===== config.mk =====
export PLATFORM = sky130hd
export DESIGN_NAME = elf_build_id_note_parser
export DESIGN_NICKNAME = d
export VERILOG_FILES = /design/src/design/bidp_pkg.sv /design/src/design/bidp_datapath.sv /design/src/design/bidp_ctrl.sv /design/src/design/elf_build_id_note_parser.sv
export VERILOG_INCLUDE_DIRS = /design/src /design/src/design
export SDC_FILE = /design/constraint.sdc
export NUM_CORES = 1
export LEC_CHECK = 0
export BUFFER_PORTS_ARGS = -buffer_cell sky130_fd_sc_hd__buf_4
export CORE_UTILIZATION = 41
export DETAILED_ROUTE_END_ITERATION = 8
export HOLD_SLACK_MARGIN = 0.02
export PLACE_DENSITY = 0.61
export SLEW_MARGIN = 10
export SYNTH_ARGS = -nofsm -noshare
export SYNTH_HDL_FRONTEND = slang
export SYNTH_HIERARCHICAL = 1
export SYNTH_SLANG_ARGS = --single-unit

===== constraint.sdc =====
create_clock -name clock -period 8.1 [get_ports clock]
set_clock_uncertainty 0.1 [all_clocks]
set_input_delay 0.405 -clock clock [delete_from_list [all_inputs] [get_ports clock]]
set_output_delay 0.405 -clock clock [all_outputs]
set_load 0.1 [all_outputs]

===== src/design/elf_build_id_note_parser_macros.svh =====
// ----------------------------------------------------------------------------
// Assertion macros for the build-id note parser
// Concurrent checks that are compiled away for synthesis.
// ----------------------------------------------------------------------------
`ifndef ELF_BUILD_ID_NOTE_PARSER_MACROS_SVH
`define ELF_BUILD_ID_NOTE_PARSER_MACROS_SVH
`ifndef SYNTHESIS
`define BIDP_ASSERT_IMPLY(label, clk, rst, ante, cons) \
   label: assert property (@(posedge clk) disable iff (rst) (ante) |-> (cons)) \
      else $error("bidp: same-cycle check failed");
`define BIDP_ASSERT_NEXT(label, clk, rst, ante, cons) \
   label: assert property (@(posedge clk) disable iff (rst) (ante) |=> (cons)) \
      else $error("bidp: next-cycle check failed");
`else
`define BIDP_ASSERT_IMPLY(label, clk, rst, ante, cons)
`define BIDP_ASSERT_NEXT(label, clk, rst, ante, cons)
`endif
`endif


===== src/design/bidp_pkg.sv =====
// ----------------------------------------------------------------------------
// Build-id note parser package
// Shared types, codes and character helpers.
// ----------------------------------------------------------------------------
`timescale 1ns / 1ps

package bidp_pkg;

   typedef enum logic [1:0] {
      PH_HEADER = 2'd0,
      PH_NAME   = 2'd1,
      PH_DESC   = 2'd2,
      PH_DONE   = 2'd3
   } phase_type;

   typedef enum logic [1:0] {
      ST_RUN,
      ST_READ,
      ST_LOAD
   } ctrl_state_type;

   localparam logic [1:0]  STATUS_ID        = 2'd0;
   localparam logic [1:0]  STATUS_NOT_FOUND = 2'd1;
   localparam logic [1:0]  STATUS_MALFORMED = 2'd2;

   localparam logic [31:0] NOTE_BUILD_ID = 32'd3;
   localparam logic [31:0] NAME_BYTES    = 32'd4;
   localparam logic [31:0] MIN_ID_BYTES  = 32'd4;
   localparam logic [3:0]  HEADER_LAST   = 4'd11;

   localparam logic [6:0]  ASCII_ZERO   = 7'h30;
   localparam logic [6:0]  ASCII_A_BASE = 7'h57;
   localparam logic [3:0]  DEC_DIGITS   = 4'd10;

   typedef struct packed {
      logic byte_accept;
      logic rd_issue;
      logic id_load;
      logic emit_done;
   } dp_cmd_type;

   typedef struct packed {
      logic take_id;
      logic out_free;
      logic emit_last;
   } dp_status_type;

   function automatic logic [6:0] hex_char(input logic [3:0] nib);
      logic [6:0] c;
      if (nib < DEC_DIGITS) begin
         c = ASCII_ZERO + {3'b000, nib};
      end else begin
         c = ASCII_A_BASE + {3'b000, nib};
      end
      return c;
   endfunction

   function automatic logic [7:0] gnu_char(input logic [1:0] idx);
      logic [7:0] c;
      case (idx)
         2'd0:    c = 8'h47;
         2'd1:    c = 8'h4e;
         2'd2:    c = 8'h55;
         default: c = 8'h00;
      endcase
      return c;
   endfunction

endpackage


===== src/design/bidp_datapath.sv =====
// ----------------------------------------------------------------------------
// Build-id note parser datapath
// Note header capture, field countdown, name match, descriptor buffer,
// hex conversion and the result register.
// ----------------------------------------------------------------------------
`timescale 1ns / 1ps
`include "elf_build_id_note_parser_macros.svh"

module bidp_datapath #(
   parameter int MAX_ID_BYTES = 64
) (
   input  logic                   clock,
   input  logic                   reset,
   input  logic [7:0]             req_data_byte,
   input  logic                   req_segment_end,
   input  bidp_pkg::dp_cmd_type    dp_cmd,
   output bidp_pkg::dp_status_type dp_status,
   input  logic                   rsp_ready,
   output logic                   rsp_valid,
   output logic [6:0]             rsp_hex_high,
   output logic [6:0]             rsp_hex_low,
   output logic [1:0]             rsp_status,
   output logic                   rsp_run_end
);
   import bidp_pkg::*;

   localparam int AW = $clog2(MAX_ID_BYTES);
   localparam int CW = AW + 1;
   localparam logic [CW-1:0] POS_MAX  = CW'(MAX_ID_BYTES);
   localparam logic [CW-1:0] POS_NAME = CW'(NAME_BYTES);
   localparam logic [31:0]   MAX_LEN  = 32'(MAX_ID_BYTES);

   phase_type        phase_ff, phase_in;
   logic [3:0]       hcount_ff, hcount_in;
   logic [31:0]      name_len_ff, name_len_in;
   logic [31:0]      desc_len_ff, desc_len_in;
   logic [31:0]      kind_ff, kind_in;
   logic [32:0]      remain_ff, remain_in;
   logic [CW-1:0]    pos_ff, pos_in;
   logic             match_ff, match_in;
   logic             found_ff, found_in;
   logic             end_pend_ff, end_pend_in;
   logic [AW-1:0]    idx_ff, idx_in;
   logic [7:0]       rd_data_ff;
   logic [7:0]       id_mem [MAX_ID_BYTES];

   logic             rsp_valid_ff;
   logic [6:0]       rsp_hex_high_ff;
   logic [6:0]       rsp_hex_low_ff;
   logic [1:0]       rsp_status_ff;
   logic             rsp_run_end_ff;

   logic [32:0]      pad_name;
   logic [32:0]      pad_desc;
   logic [32:0]      remain_dec;
   logic             field_last;
   logic             is_id;
   logic             take_id;
   logic [CW-1:0]    pos_inc;
   logic             out_free;
   logic             emit_last;
   logic             stat_load;
   logic [1:0]       stat_code;

   assign pad_name   = ({1'b0, name_len_ff} + 33'd3) & ~33'd3;
   assign pad_desc   = ({1'b0, desc_len_ff} + 33'd3) & ~33'd3;
   assign remain_dec = remain_ff - 33'd1;
   assign field_last = (remain_dec == 33'd0);
   assign is_id      = (name_len_ff == NAME_BYTES) && match_ff &&
                       (kind_ff == NOTE_BUILD_ID) &&
                       (desc_len_ff >= MIN_ID_BYTES) && (desc_len_ff <= MAX_LEN);
   assign take_id    = (phase_ff == PH_DESC) && field_last && is_id;
   assign pos_inc    = (pos_ff == POS_MAX) ? pos_ff : pos_ff + CW'(1);
   assign out_free   = !rsp_valid_ff || rsp_ready;
   assign emit_last  = (({1'b0, idx_ff} + CW'(1)) == desc_len_ff[CW-1:0]);

   assign dp_status.take_id   = take_id;
   assign dp_status.out_free  = out_free;
   assign dp_status.emit_last = emit_last;

   always_comb begin
      phase_in    = phase_ff;
      hcount_in   = hcount_ff;
      name_len_in = name_len_ff;
      desc_len_in = desc_len_ff;
      kind_in     = kind_ff;
      remain_in   = remain_ff;
      pos_in      = pos_ff;
      match_in    = match_ff;
      found_in    = found_ff;
      end_pend_in = end_pend_ff;
      stat_load   = 1'b0;
      stat_code   = STATUS_NOT_FOUND;
      if (dp_cmd.byte_accept) begin
         unique case (phase_ff)
            PH_HEADER: begin
               if (hcount_ff == 4'd0) begin
                  name_len_in = 32'd0;
                  desc_len_in = 32'd0;
                  kind_in     = 32'd0;
                  match_in    = 1'b1;
               end
               case (hcount_ff[3:2])
                  2'd0:    name_len_in[8*hcount_ff[1:0] +: 8] = req_data_byte;
                  2'd1:    desc_len_in[8*hcount_ff[1:0] +: 8] = req_data_byte;
                  default: kind_in[8*hcount_ff[1:0] +: 8]     = req_data_byte;
               endcase
               if (hcount_ff == HEADER_LAST) begin
                  hcount_in = 4'd0;
                  pos_in    = '0;
                  if (pad_name != 33'd0) begin
                     phase_in  = PH_NAME;
                     remain_in = pad_name;
                  end else begin
                     remain_in = pad_desc;
                     phase_in  = (pad_desc != 33'd0) ? PH_DESC : PH_HEADER;
                  end
               end else begin
                  hcount_in = hcount_ff + 4'd1;
               end
            end
            PH_NAME: begin
               if (pos_ff < POS_NAME && req_data_byte != gnu_char(pos_ff[1:0])) begin
                  match_in = 1'b0;
               end
               pos_in    = pos_inc;
               remain_in = remain_dec;
               if (field_last) begin
                  pos_in    = '0;
                  remain_in = pad_desc;
                  phase_in  = (pad_desc != 33'd0) ? PH_DESC : PH_HEADER;
               end
            end
            PH_DESC: begin
               pos_in    = pos_inc;
               remain_in = remain_dec;
               if (field_last) begin
                  if (is_id) begin
                     found_in = 1'b1;
                     phase_in = PH_DONE;
                  end else begin
                     phase_in = PH_HEADER;
                  end
               end
            end
            default: begin
            end
         endcase
         stat_load = req_segment_end && !found_in;
         stat_code = (phase_in == PH_HEADER) ? STATUS_NOT_FOUND : STATUS_MALFORMED;
         if (req_segment_end && take_id) begin
            end_pend_in = 1'b1;
         end
      end
      if ((dp_cmd.byte_accept && req_segment_end && !take_id) ||
          (dp_cmd.emit_done && end_pend_ff)) begin
         phase_in    = PH_HEADER;
         hcount_in   = 4'd0;
         name_len_in = 32'd0;
         desc_len_in = 32'd0;
         kind_in     = 32'd0;
         remain_in   = 33'd0;
         pos_in      = '0;
         match_in    = 1'b1;
         found_in    = 1'b0;
         end_pend_in = 1'b0;
      end
   end

   always_comb begin
      idx_in = idx_ff;
      if (dp_cmd.byte_accept && take_id) begin
         idx_in = '0;
      end else if (dp_cmd.id_load) begin
         idx_in = idx_ff + AW'(1);
      end
   end

   always_ff @(posedge clock) begin
      if (reset) begin
         phase_ff    <= PH_HEADER;
         hcount_ff   <= 4'd0;
         name_len_ff <= 32'd0;
         desc_len_ff <= 32'd0;
         kind_ff     <= 32'd0;
         remain_ff   <= 33'd0;
         pos_ff      <= '0;
         match_ff    <= 1'b1;
         found_ff    <= 1'b0;
         end_pend_ff <= 1'b0;
         idx_ff      <= '0;
      end else begin
         phase_ff    <= phase_in;
         hcount_ff   <= hcount_in;
         name_len_ff <= name_len_in;
         desc_len_ff <= desc_len_in;
         kind_ff     <= kind_in;
         remain_ff   <= remain_in;
         pos_ff      <= pos_in;
         match_ff    <= match_in;
         found_ff    <= found_in;
         end_pend_ff <= end_pend_in;
         idx_ff      <= idx_in;
      end
   end

   always_ff @(posedge clock) begin
      if (dp_cmd.byte_accept && phase_ff == PH_DESC && pos_ff < POS_MAX) begin
         id_mem[pos_ff[AW-1:0]] <= req_data_byte;
      end
   end

   always_ff @(posedge clock) begin
      if (dp_cmd.rd_issue) begin
         rd_data_ff <= id_mem[idx_ff];
      end
   end

   always_ff @(posedge clock) begin
      if (reset) begin
         rsp_valid_ff <= 1'b0;
      end else if (stat_load || dp_cmd.id_load) begin
         rsp_valid_ff <= 1'b1;
      end else if (rsp_ready) begin
         rsp_valid_ff <= 1'b0;
      end
   end

   always_ff @(posedge clock) begin
      if (stat_load) begin
         rsp_hex_high_ff <= ASCII_ZERO;
         rsp_hex_low_ff  <= ASCII_ZERO;
         rsp_status_ff   <= stat_code;
         rsp_run_end_ff  <= 1'b1;
      end else if (dp_cmd.id_load) begin
         rsp_hex_high_ff <= hex_char(rd_data_ff[7:4]);
         rsp_hex_low_ff  <= hex_char(rd_data_ff[3:0]);
         rsp_status_ff   <= STATUS_ID;
         rsp_run_end_ff  <= emit_last;
      end
   end

   assign rsp_valid    = rsp_valid_ff;
   assign rsp_hex_high = rsp_hex_high_ff;
   assign rsp_hex_low  = rsp_hex_low_ff;
   assign rsp_status   = rsp_status_ff;
   assign rsp_run_end  = rsp_run_end_ff;

   `BIDP_ASSERT_IMPLY(a_stat_slot_free, clock, reset, stat_load, out_free)
   `BIDP_ASSERT_IMPLY(a_emit_in_done, clock, reset, dp_cmd.id_load, phase_ff == PH_DONE && found_ff)
   `BIDP_ASSERT_IMPLY(a_status_ends_run, clock, reset, rsp_valid_ff && rsp_status_ff != STATUS_ID, rsp_run_end_ff)

endmodule


===== src/design/bidp_ctrl.sv =====
// ----------------------------------------------------------------------------
// Build-id note parser controller
// Sequences byte intake and the buffer read-out of a found build id.
// ----------------------------------------------------------------------------
`timescale 1ns / 1ps
`include "elf_build_id_note_parser_macros.svh"

module bidp_ctrl (
   input  logic                    clock,
   input  logic                    reset,
   input  logic                    req_valid,
   input  logic                    req_segment_end,
   output logic                    req_ready,
   input  bidp_pkg::dp_status_type dp_status,
   output bidp_pkg::dp_cmd_type    dp_cmd
);
   import bidp_pkg::*;

   ctrl_state_type state_ff, state_in;

   always_ff @(posedge clock) begin
      if (reset) begin
         state_ff <= ST_RUN;
      end else begin
         state_ff <= state_in;
      end
   end

   always_comb begin
      state_in  = state_ff;
      req_ready = 1'b0;
      dp_cmd    = '0;
      unique case (state_ff)
         ST_RUN: begin
            // hold a segment-end word until the result slot is free
            req_ready          = dp_status.out_free || !req_segment_end;
            dp_cmd.byte_accept = req_valid && req_ready;
            if (dp_cmd.byte_accept && dp_status.take_id) begin
               state_in = ST_READ;
            end
         end
         ST_READ: begin
            dp_cmd.rd_issue = 1'b1;
            state_in        = ST_LOAD;
         end
         ST_LOAD: begin
            if (dp_status.out_free) begin
               dp_cmd.id_load = 1'b1;
               if (dp_status.emit_last) begin
                  dp_cmd.emit_done = 1'b1;
                  state_in         = ST_RUN;
               end else begin
                  state_in = ST_READ;
               end
            end
         end
         default: begin
            state_in = ST_RUN;
         end
      endcase
   end

   `BIDP_ASSERT_IMPLY(a_ready_only_run, clock, reset, req_ready, state_ff == ST_RUN)
   `BIDP_ASSERT_NEXT(a_read_then_load, clock, reset, state_ff == ST_READ, state_ff == ST_LOAD)
   `BIDP_ASSERT_IMPLY(a_load_slot_free, clock, reset, dp_cmd.id_load, dp_status.out_free)

endmodule


===== src/design/elf_build_id_note_parser.sv =====
// ----------------------------------------------------------------------------
// ELF build-id note parser
// Walks one ELF note segment, one byte per accepted word, and returns the
// GNU build id of the first note named "GNU" with type 3 and a descriptor of
// 4 to MAX_ID_BYTES bytes, one word per id byte as two lower-case hex
// characters, the last word marked with run_end. A segment that ends without
// a find returns one status word: not found on a note boundary or inside a
// header, malformed inside a name or descriptor. Note bytes are taken at one
// per cycle. Once the last padded descriptor byte of a build id arrives, the
// input is held while each id byte is read from the descriptor buffer and
// then loaded into the result register, and also while a loaded id word
// waits on the result side. A segment-end byte is held only while the
// result register is still full.
// ----------------------------------------------------------------------------
`timescale 1ns / 1ps

module elf_build_id_note_parser #(
   parameter int MAX_ID_BYTES = 64
) (
   input  logic       clock,
   input  logic       reset,
   input  logic       req_valid,
   output logic       req_ready,
   input  logic [7:0] req_data_byte,
   input  logic       req_segment_end,
   output logic       rsp_valid,
   input  logic       rsp_ready,
   output logic [6:0] rsp_hex_high,
   output logic [6:0] rsp_hex_low,
   output logic [1:0] rsp_status,
   output logic       rsp_run_end
);
   import bidp_pkg::*;

   dp_cmd_type    dp_cmd;
   dp_status_type dp_status;

   bidp_ctrl u_ctrl (
      .clock           (clock),
      .reset           (reset),
      .req_valid       (req_valid),
      .req_segment_end (req_segment_end),
      .req_ready       (req_ready),
      .dp_status       (dp_status),
      .dp_cmd          (dp_cmd)
   );

   bidp_datapath #(
      .MAX_ID_BYTES (MAX_ID_BYTES)
   ) u_datapath (
      .clock           (clock),
      .reset           (reset),
      .req_data_byte   (req_data_byte),
      .req_segment_end (req_segment_end),
      .dp_cmd          (dp_cmd),
      .dp_status       (dp_status),
      .rsp_ready       (rsp_ready),
      .rsp_valid       (rsp_valid),
      .rsp_hex_high    (rsp_hex_high),
      .rsp_hex_low     (rsp_hex_low),
      .rsp_status      (rsp_status),
      .rsp_run_end     (rsp_run_end)
   );

endmodule


==> summary.md, run 1 <==
| Metric | Value |
|---|---|
| Run status | completed |
| Post-Synthesis Net Count | 2239 |
| Clock tree from TritonCTS | built |
| Multi-input gate area | around 11000 sq um |
| Mapped Cells | 2208 |
| GPL Wtd Cong | roughly 0.9 |
| Largest fanout on the critical path | slightly above 70 |
| Synth Register Bits | 691 |
| Worst slew margin | 0.257 |
| Pint | slightly below 6 mW |
| Fin crit period | 4.99 ns |
| Clk_lat worst skew | between 0.6 and 0.7 ns |
| Yosys warnings | 6 |
| Largest net degree at the start of global routing | about 110 |
| Vias in the first global route | 19235 |
| CTS Sinks | slightly below 700 |
| Post-DP HPWL | about 52 mm |
| Avg Cell Area, Syn | approximately 14 sq um |
| Antenna violations before repair | 4 |
| Synth Cell Area | a little over 30000 sq um |
| Worst-margin pin slew | 1.09 ns |
| Crit share post-route | 0.616 |
| Chip width | approximately 280 microns |
| Switching pwr | about 1.6 mW |
| Sequential Power Share | 0.511 |
| Sw Share | 0.210 |
| Post-CTS sizing | 0 |
| Antenna-violating nets left | 0 |
| Reported max-cap violation count | 0 |
| Die Y | 275 microns |
| Layout area overhead | 11.4% |
| Fin cells | 3194 |
| Netlist cell types | 84 |
| Reg2reg path depth | 11 |
| Number of synthesized flops with an enable pin | between 500 and 600 |
| Combinational share of power | 0.021 |
| Sequential Area | roughly 19000 sq um |
| PwrDens | between 200 and 250 nW/um^2 |
| Setup CP Type | reg2reg |
| Slew Limit Fails | 0 |
| Total GRT Usage | 0.217 |
| # rows | roughly 100 |
| WL final | about 82 mm |
| Async S/R FF share, synth | 0 |
| First-pass GRT wire length | 123 mm |
| Clock Pin Slew Worst Setup and Hold Paths | 0.06 ns |
| Clk root buf | clkbuf_16 |
| H-Tree Depth | 3 |
| Post-CTS Hold Buffers | 2 |
| I/O pins | 32 |
| Vias post-DR | approximately 20000 |
| Top_reg_cell synth | edfxtp_1 |
| Port Buffers | 31 |
| Vias per inst | just over 6 |
| Final core occ | 0.465 |
| Max Clk Rate | between 0.2 and 0.25 GHz |
| CP Capture Type | flop |
| CTS Buf Count | 72 |
| Worst VDD drop | between 150 and 200 uV |
| WL per Instance | around 26 microns |
| RSZ-0062 raised after global routing | false |
| Fin nets | about 2200 |
| Fill cells | about 6300 |
| Starting Density | 0.417 |
| Die area | 75900 sq um |
| Core region area | roughly 73000 sq um |
| Setup violators final | 0 |
| Initial drt markers | 2170 |
| Grt ovf | 0 |
| Critical path startpoint category | flop |
| Hold_ws | 0.0645 ns |
| Power share of the clock group | 0.468 |
| Inst Count DP | 3058 |
| # diodes | 0 |
| Final Hold Fails | 0 |
| HP Class | in2reg |
| Setup Buffers After CTS | 0 |
| TNS Setup | 0 ns |
| CTS max path bufs | 3 |
| DRC Markers | 0 |
| Layout cells sized above 1 | 0.164 |
| Leak pwr | 10.5 nW |
| Pre-antenna DRT Iters | 6 |
| Hold Path Stages | 4 |
| Req. time, crit path | 8.46 ns |
| Register area share after synthesis | 0.622 |
| WP data arrival | between 5 and 6 ns |
-- cell usage in the layout, fill, tap and decap left out, drive strengths merged, types with 17 or more instances in the layout --
cell type	synthesis	final
a211oi	19	19
and2	18	18
inv	34	37
o21ai	38	38
nor2	277	277
buf	53	47
xnor2	52	52
clkinv	0	25
nor4	53	53
a32oi	69	69
ha	18	18
and3	23	23
clkbuf	103	90
nand3	49	49
nor3	50	50
nand2	112	112
or3	17	17
nand4	46	46
edfxtp	522	522
a22oi	38	38
mux4	168	168
dfxtp	169	169
xor2	47	47
a21oi	68	68
-- sequential cells by signal (all words and copies together) (netlist names), 7 cells and up --
signal	flops
u_datapath/rsp_hex_low	7
u_datapath/desc_len_ff	32
u_datapath/id_mem	512
u_datapath/remain_ff	33
u_datapath/rd_data_ff	8
u_datapath/kind_ff	32
u_datapath/rsp_hex_high	7
u_datapath/name_len_ff	32
u_datapath/pos_ff	7
-- cell usage after synthesis (49+ instances only) --
cell type	number	area (sq um)
nand2_1	111	417
clkbuf_1	102	383
edfxtp_1	522	15700
nor2_1	277	1040
nor4_1	50	313
a32oi_1	69	604
xnor2_1	52	455
nand3_1	49	245
dfxtp_1	169	3380
a21oi_1	67	335
mux4_2	168	3780
nor3_1	49	245
-- layer usage --
layer / up-vias / wire length, microns / track usage
met4: 0 / 2000 / 0.0648
met3: 131 / 6440 / 0.0340
met1: 10108 / 35600 / 0.315
li1: 8579 / - / -
met5: - / 0 / 0
met2: 825 / 37900 / 0.338
-- worst max-delay path, cell delays in order, from the launching register on --
cell,delay (ns)
dfxtp_1,0.38
inv_1,0.11
ha_1,0.28
nor3b_2,0.44
nand4_1,0.35
or4_1,0.66
xnor2_1,0.29
nor3_1,0.10
and4_1,0.31
o21ai_4,0.86
buf_4,0.73
nor2_1,0.13
-- power groups by stage --
stage | combinational, mW | sequential (mW) | clock (mW)
global route | 0.166 | 3.81 | 3.67
CTS | 0.154 | 3.81 | 3.55
floorplan | 0.0686 | 3.89 | 0
detailed placement | 0.153 | 3.89 | 0
finish | 0.154 | 3.81 | 3.49
global placement | 0.147 | 3.89 | 0
-- worst paths after layout --
| kind | from | endpoint | slack [ns] |
|---|---|---|---|
| worst max-delay path | u_datapath/remain_ff[0] | u_datapath/kind_ff[18] | 3.11 |
| worst min-delay path | req_valid | u_ctrl/state_ff[0] | 0.06 |
| worst max register to register | u_datapath/remain_ff[0] | u_datapath/kind_ff[18] | 3.11 |
| worst min register to register | u_datapath/rsp_hex_high[5] | u_datapath/rsp_hex_high[5] | 0.35 |
-- metrics by stage --
| stage | setup slack, ns | area (sq um) | power, mW |
|---|---|---|---|
| after floorplan | 3.55 | 30600 | 3.96 |
| after CTS | 3.18 | 34100 | 7.51 |
| final | 3.11 | 34100 | 7.45 |
| after global routing | 2.77 | 34100 | 7.65 |
| after detailed placement | 3.20 | 31600 | 4.04 |
| after global placement | 3.40 | 31600 | 4.03 |
-- kinds of logic (layout without fill, tap and decap cells) --
kind of cell,Yosys count,count (layout),share of synthesized area
and+or+nand+nor,725,725,0.118
DFF,691,691,0.622
AOI/OAI and AO/OA,306,306,0.0716
buffers and inverters,190,217,0.0258
muxes,179,179,0.127
xor gates and xnor gates,99,99,0.0283
adders and majority gates,18,18,0.00735
-- final cells by class --
class,count,area share
multi-input combinational,1327,0.317
timing repair buffer,49,0.0113
clock buffer,90,0.0571
tap,959,0.0351
inverter,34,0.00374
clock inverter,44,0.0168
sequential,691,0.558
Power figures use the tool's default switching activity.
==> inputs of run 2 (changes only) <==
--- a/config.mk
+++ b/config.mk
@@ -6,11 +6,12 @@
 export SDC_FILE = /design/constraint.sdc
 export NUM_CORES = 1
 export LEC_CHECK = 0
+export ABC_AREA = 1
 export BUFFER_PORTS_ARGS = -buffer_cell sky130_fd_sc_hd__buf_4
 export CORE_UTILIZATION = 41
 export DETAILED_ROUTE_END_ITERATION = 8
 export HOLD_SLACK_MARGIN = 0.02
-export PLACE_DENSITY = 0.61
+export PLACE_DENSITY = 0.63
 export SLEW_MARGIN = 10
 export SYNTH_ARGS = -nofsm -noshare
 export SYNTH_HDL_FRONTEND = slang
==> constraint.sdc (replaced) <==
create_clock -name clock -period 4.15 [get_ports clock]
set_clock_uncertainty 0.1 [all_clocks]
set_input_delay 0.2075 -clock clock [delete_from_list [all_inputs] [get_ports clock]]
set_output_delay 0.2075 -clock clock [all_outputs]
set_load 0.1 [all_outputs]
==> summary.md, run 2 <==
| Metric | Value |
|---|---|
| Most frequent cell after synthesis | nor2_1 |
| Vias per inst | approximately 5.7 |
| Max Clk Rate | 0.286 GHz |
| # diodes | 0 |
| Grt ovf | 0 |
| Run status | completed |
| Antenna violations before repair | 1 |
| Clock tree from TritonCTS | built |
| Layout area overhead | 11.9% |
| Most frequent cells in the layout | nor2_1, nand2_1, edfxtp_1 |
| GPL Wtd Cong | between 0.9 and 1 |
| Vias in the first global route | around 25000 |
| Critical path startpoint category | flop |
| Total Power | about 15 mW |
| Final WS setup | approximately 0.65 ns |
| Core region area | 79300 sq um |
| WP data arrival | 3.94 ns |
| Reported max-cap violation count | 0 |
| Pre-antenna DRT Iters | 6 |
| Clk root buf | clkbuf_16 |
| Clk_lat worst skew | around 0.63 ns |
| Register area share after synthesis | 0.577 |
| Die Y | roughly 290 microns |
| Fin nets | 3604 |
| Setup Buffers After CTS | 0 |
| TNS Setup | 0 ns |
| Layout cells sized above 1 | 0.0867 |
| Largest net degree at the start of global routing | ~200 |
| Most frequent cells after synthesis | nor2_1, nand2_1, edfxtp_1 |
| Leak pwr | between 10 and 15 nW |
| Max FFs per register | just over 500 |
| HP Class | in2reg |
| Starting Density | 0.416 |
| Setup violators final | 0 |
| Req. time, crit path | around 4.6 ns |
| Post-CTS Hold Buffers | 12 |
| Netlist cell types | 53 |
| Power share of the clock group | 0.442 |
| Die area | about 82000 sq um |
| CTS Sinks | between 600 and 700 |
| Main area contributors after synthesis | edfxtp_1, dfxtp_1, nor2_1, nand2_1, o21ai_0 |
| WL final | around 100 mm |
| Worst VDD drop | approximately 320 uV |
| CTS max path bufs | 3 |
| CP Capture Type | flop |
| Antenna-violating nets left | 0 |
| Sw Share | 0.244 |
| H-Tree Depth | 3 |
| Chip width | 286 microns |
| Slew Limit Fails | 0 |
| Yosys warnings | 6 |
| Worst slew margin | 0.345 |
| Switching pwr | between 3 and 4 mW |
| Mapped Cells | 3577 |
| Pint | approximately 12 mW |
| Avg Cell Area, Syn | just over 9 sq um |
| Combinational share of power | 0.069 |
| Post-synth top area cell | edfxtp_1 |
| Sequential Power Share | 0.490 |
| Largest fanout on the critical path | 34 |
| PwrDens | between 400 and 500 nW/um^2 |
| DRC Markers | 0 |
| Synth Cell Area | ~33000 sq um |
| Yosys top cell area share | 0.475 |
| Number of synthesized flops with an enable pin | between 500 and 600 |
| I/O pins | 32 |
| Dpl ws | ~0.75 ns |
| Async S/R FF share, synth | 0 |
| Clock Pin Slew Worst Setup and Hold Paths | 0.06 ns |
| Hold_ws | approximately 0.086 ns |
| First-pass GRT wire length | about 150 mm |
| Top_reg_cell synth | edfxtp_1 |
| WL per Instance | about 21 microns |
| Post-DP HPWL | between 60 and 70 mm |
| Final Hold Fails | 0 |
| # rows | about 100 |
| Port Buffers | 31 |
| Initial drt markers | approximately 2600 |
| Most common library cell in the layout ignoring fill and taps | nor2_1 |
| Fin crit period | 3.50 ns |
| Final core occ | 0.466 |
| Vias post-DR | approximately 27000 |
| Post-CTS sizing | 0 |
| Crit share post-route | 0.843 |
| Post-Synthesis Net Count | between 3000 and 4000 |
| RSZ-0062 raised after global routing | false |
| Synth Register Bits | around 700 |
| Worst-margin pin slew | ~0.98 ns |
| Total GRT Usage | 0.241 |
| Setup CP Type | reg2reg |
| CTS Buf Count | 75 |
## run 2: cell count changes in the layout (fill, tap and decap cells not counted), moves of 22 or more
| cell | before | now |
|---|---|---|
| o21ai_0 | 37 | 298 |
| xnor2_1 | 52 | 5 |
| buf_4 | 46 | 76 |
| a32oi_1 | 69 | 0 |
| mux4_2 | 168 | 0 |
| inv_1 | 33 | 295 |
| nand3_1 | 49 | 275 |
| and3_1 | 23 | 0 |
| nand2_1 | 111 | 556 |
| nor4_1 | 50 | 23 |
| o22ai_1 | 4 | 26 |
| o221ai_1 | 1 | 126 |
| nor2_1 | 277 | 645 |
## run 2: stage by stage
| stage | area [sq um] | cells |
|---|---|---|
| after floorplan | 33000 | 3577 |
| after global placement | 34300 | 4534 |
| after detailed placement | 34300 | 4534 |
| after CTS | 36900 | 4685 |
| after global routing | 36900 | 4685 |
| final | 36900 | 4685 |
## run 2: cell families (layout without fill, tap and decap cells)
kind of cell | count (synthesis) | in the layout | share of synthesized area
buffers and inverters | 487 | 545 | 0.0587
AND/OR/NAND/NOR | 1673 | 1673 | 0.218
adder cells (fa/ha/maj) | 18 | 18 | 0.00682
flip-flops | 691 | 691 | 0.577
XOR/XNOR | 51 | 51 | 0.0135
AO/OA/AOI/OAI | 657 | 657 | 0.126
## run 2: critical path, stage by stage (launching register included)
cell and delay (ns):
dfxtp_1 0.33, inv_1 0.13, ha_1 0.24, nand2_1 0.13, nor2_2 0.41, nand2_1 0.13, o21ai_1 0.41, inv_1 0.08
nand3_1 0.12, inv_1 0.05, nand2_1 0.05, nor2_1 0.05, nand4_2 0.14, nand2_2 0.13, nand2_4 0.35, nand2_1 0.22
o21ai_1 0.13, nand2_1 0.08, a21oi_2 0.12
## run 2: layout make-up
cell class                      count  area, sq um
Fill cell                        7543        42300
Multi-Input combinational cell   2399        12000
Sequential cell                   691        19100
Inverter                          310         1170
Tap cell                         1050         1310
Timing Repair Buffer               96          851
Clock inverter                     49          504
Clock buffer                       90         2010
## run 2: path summary, 6_finish.rpt
kind / start / endpoint / slack [ns] / cells after the start
max: u_datapath/remain_ff[0] / u_datapath/remain_ff[24] / 0.65 / 18
min: req_data_byte[3] / u_datapath/kind_ff[27] / 0.09 / 5
max reg2reg: u_datapath/remain_ff[0] / u_datapath/remain_ff[24] / 0.65 / 18
min reg2reg: u_datapath/rsp_hex_low[5] / u_datapath/rsp_hex_low[5] / 0.34 / 1
## run 2: power by group through the flow
stage / sequential [mW] / combinational, mW / clock (mW)
2_1_floorplan: 7.61 / 0.637 / 0
3_3_place_gp: 7.61 / 1.02 / 0
3_5_place_dp: 7.61 / 1.01 / 0
4_1_cts: 7.46 / 1.03 / 6.84
5_1_grt: 7.46 / 1.13 / 7.09
6_report: 7.46 / 1.04 / 6.73
## run 2: metal layers
metal  routed length, microns  track usage
met1                    42100        0.327
met2                    46300        0.388
met3                     7700       0.0419
met4                     3690       0.0886
met5                        0            0
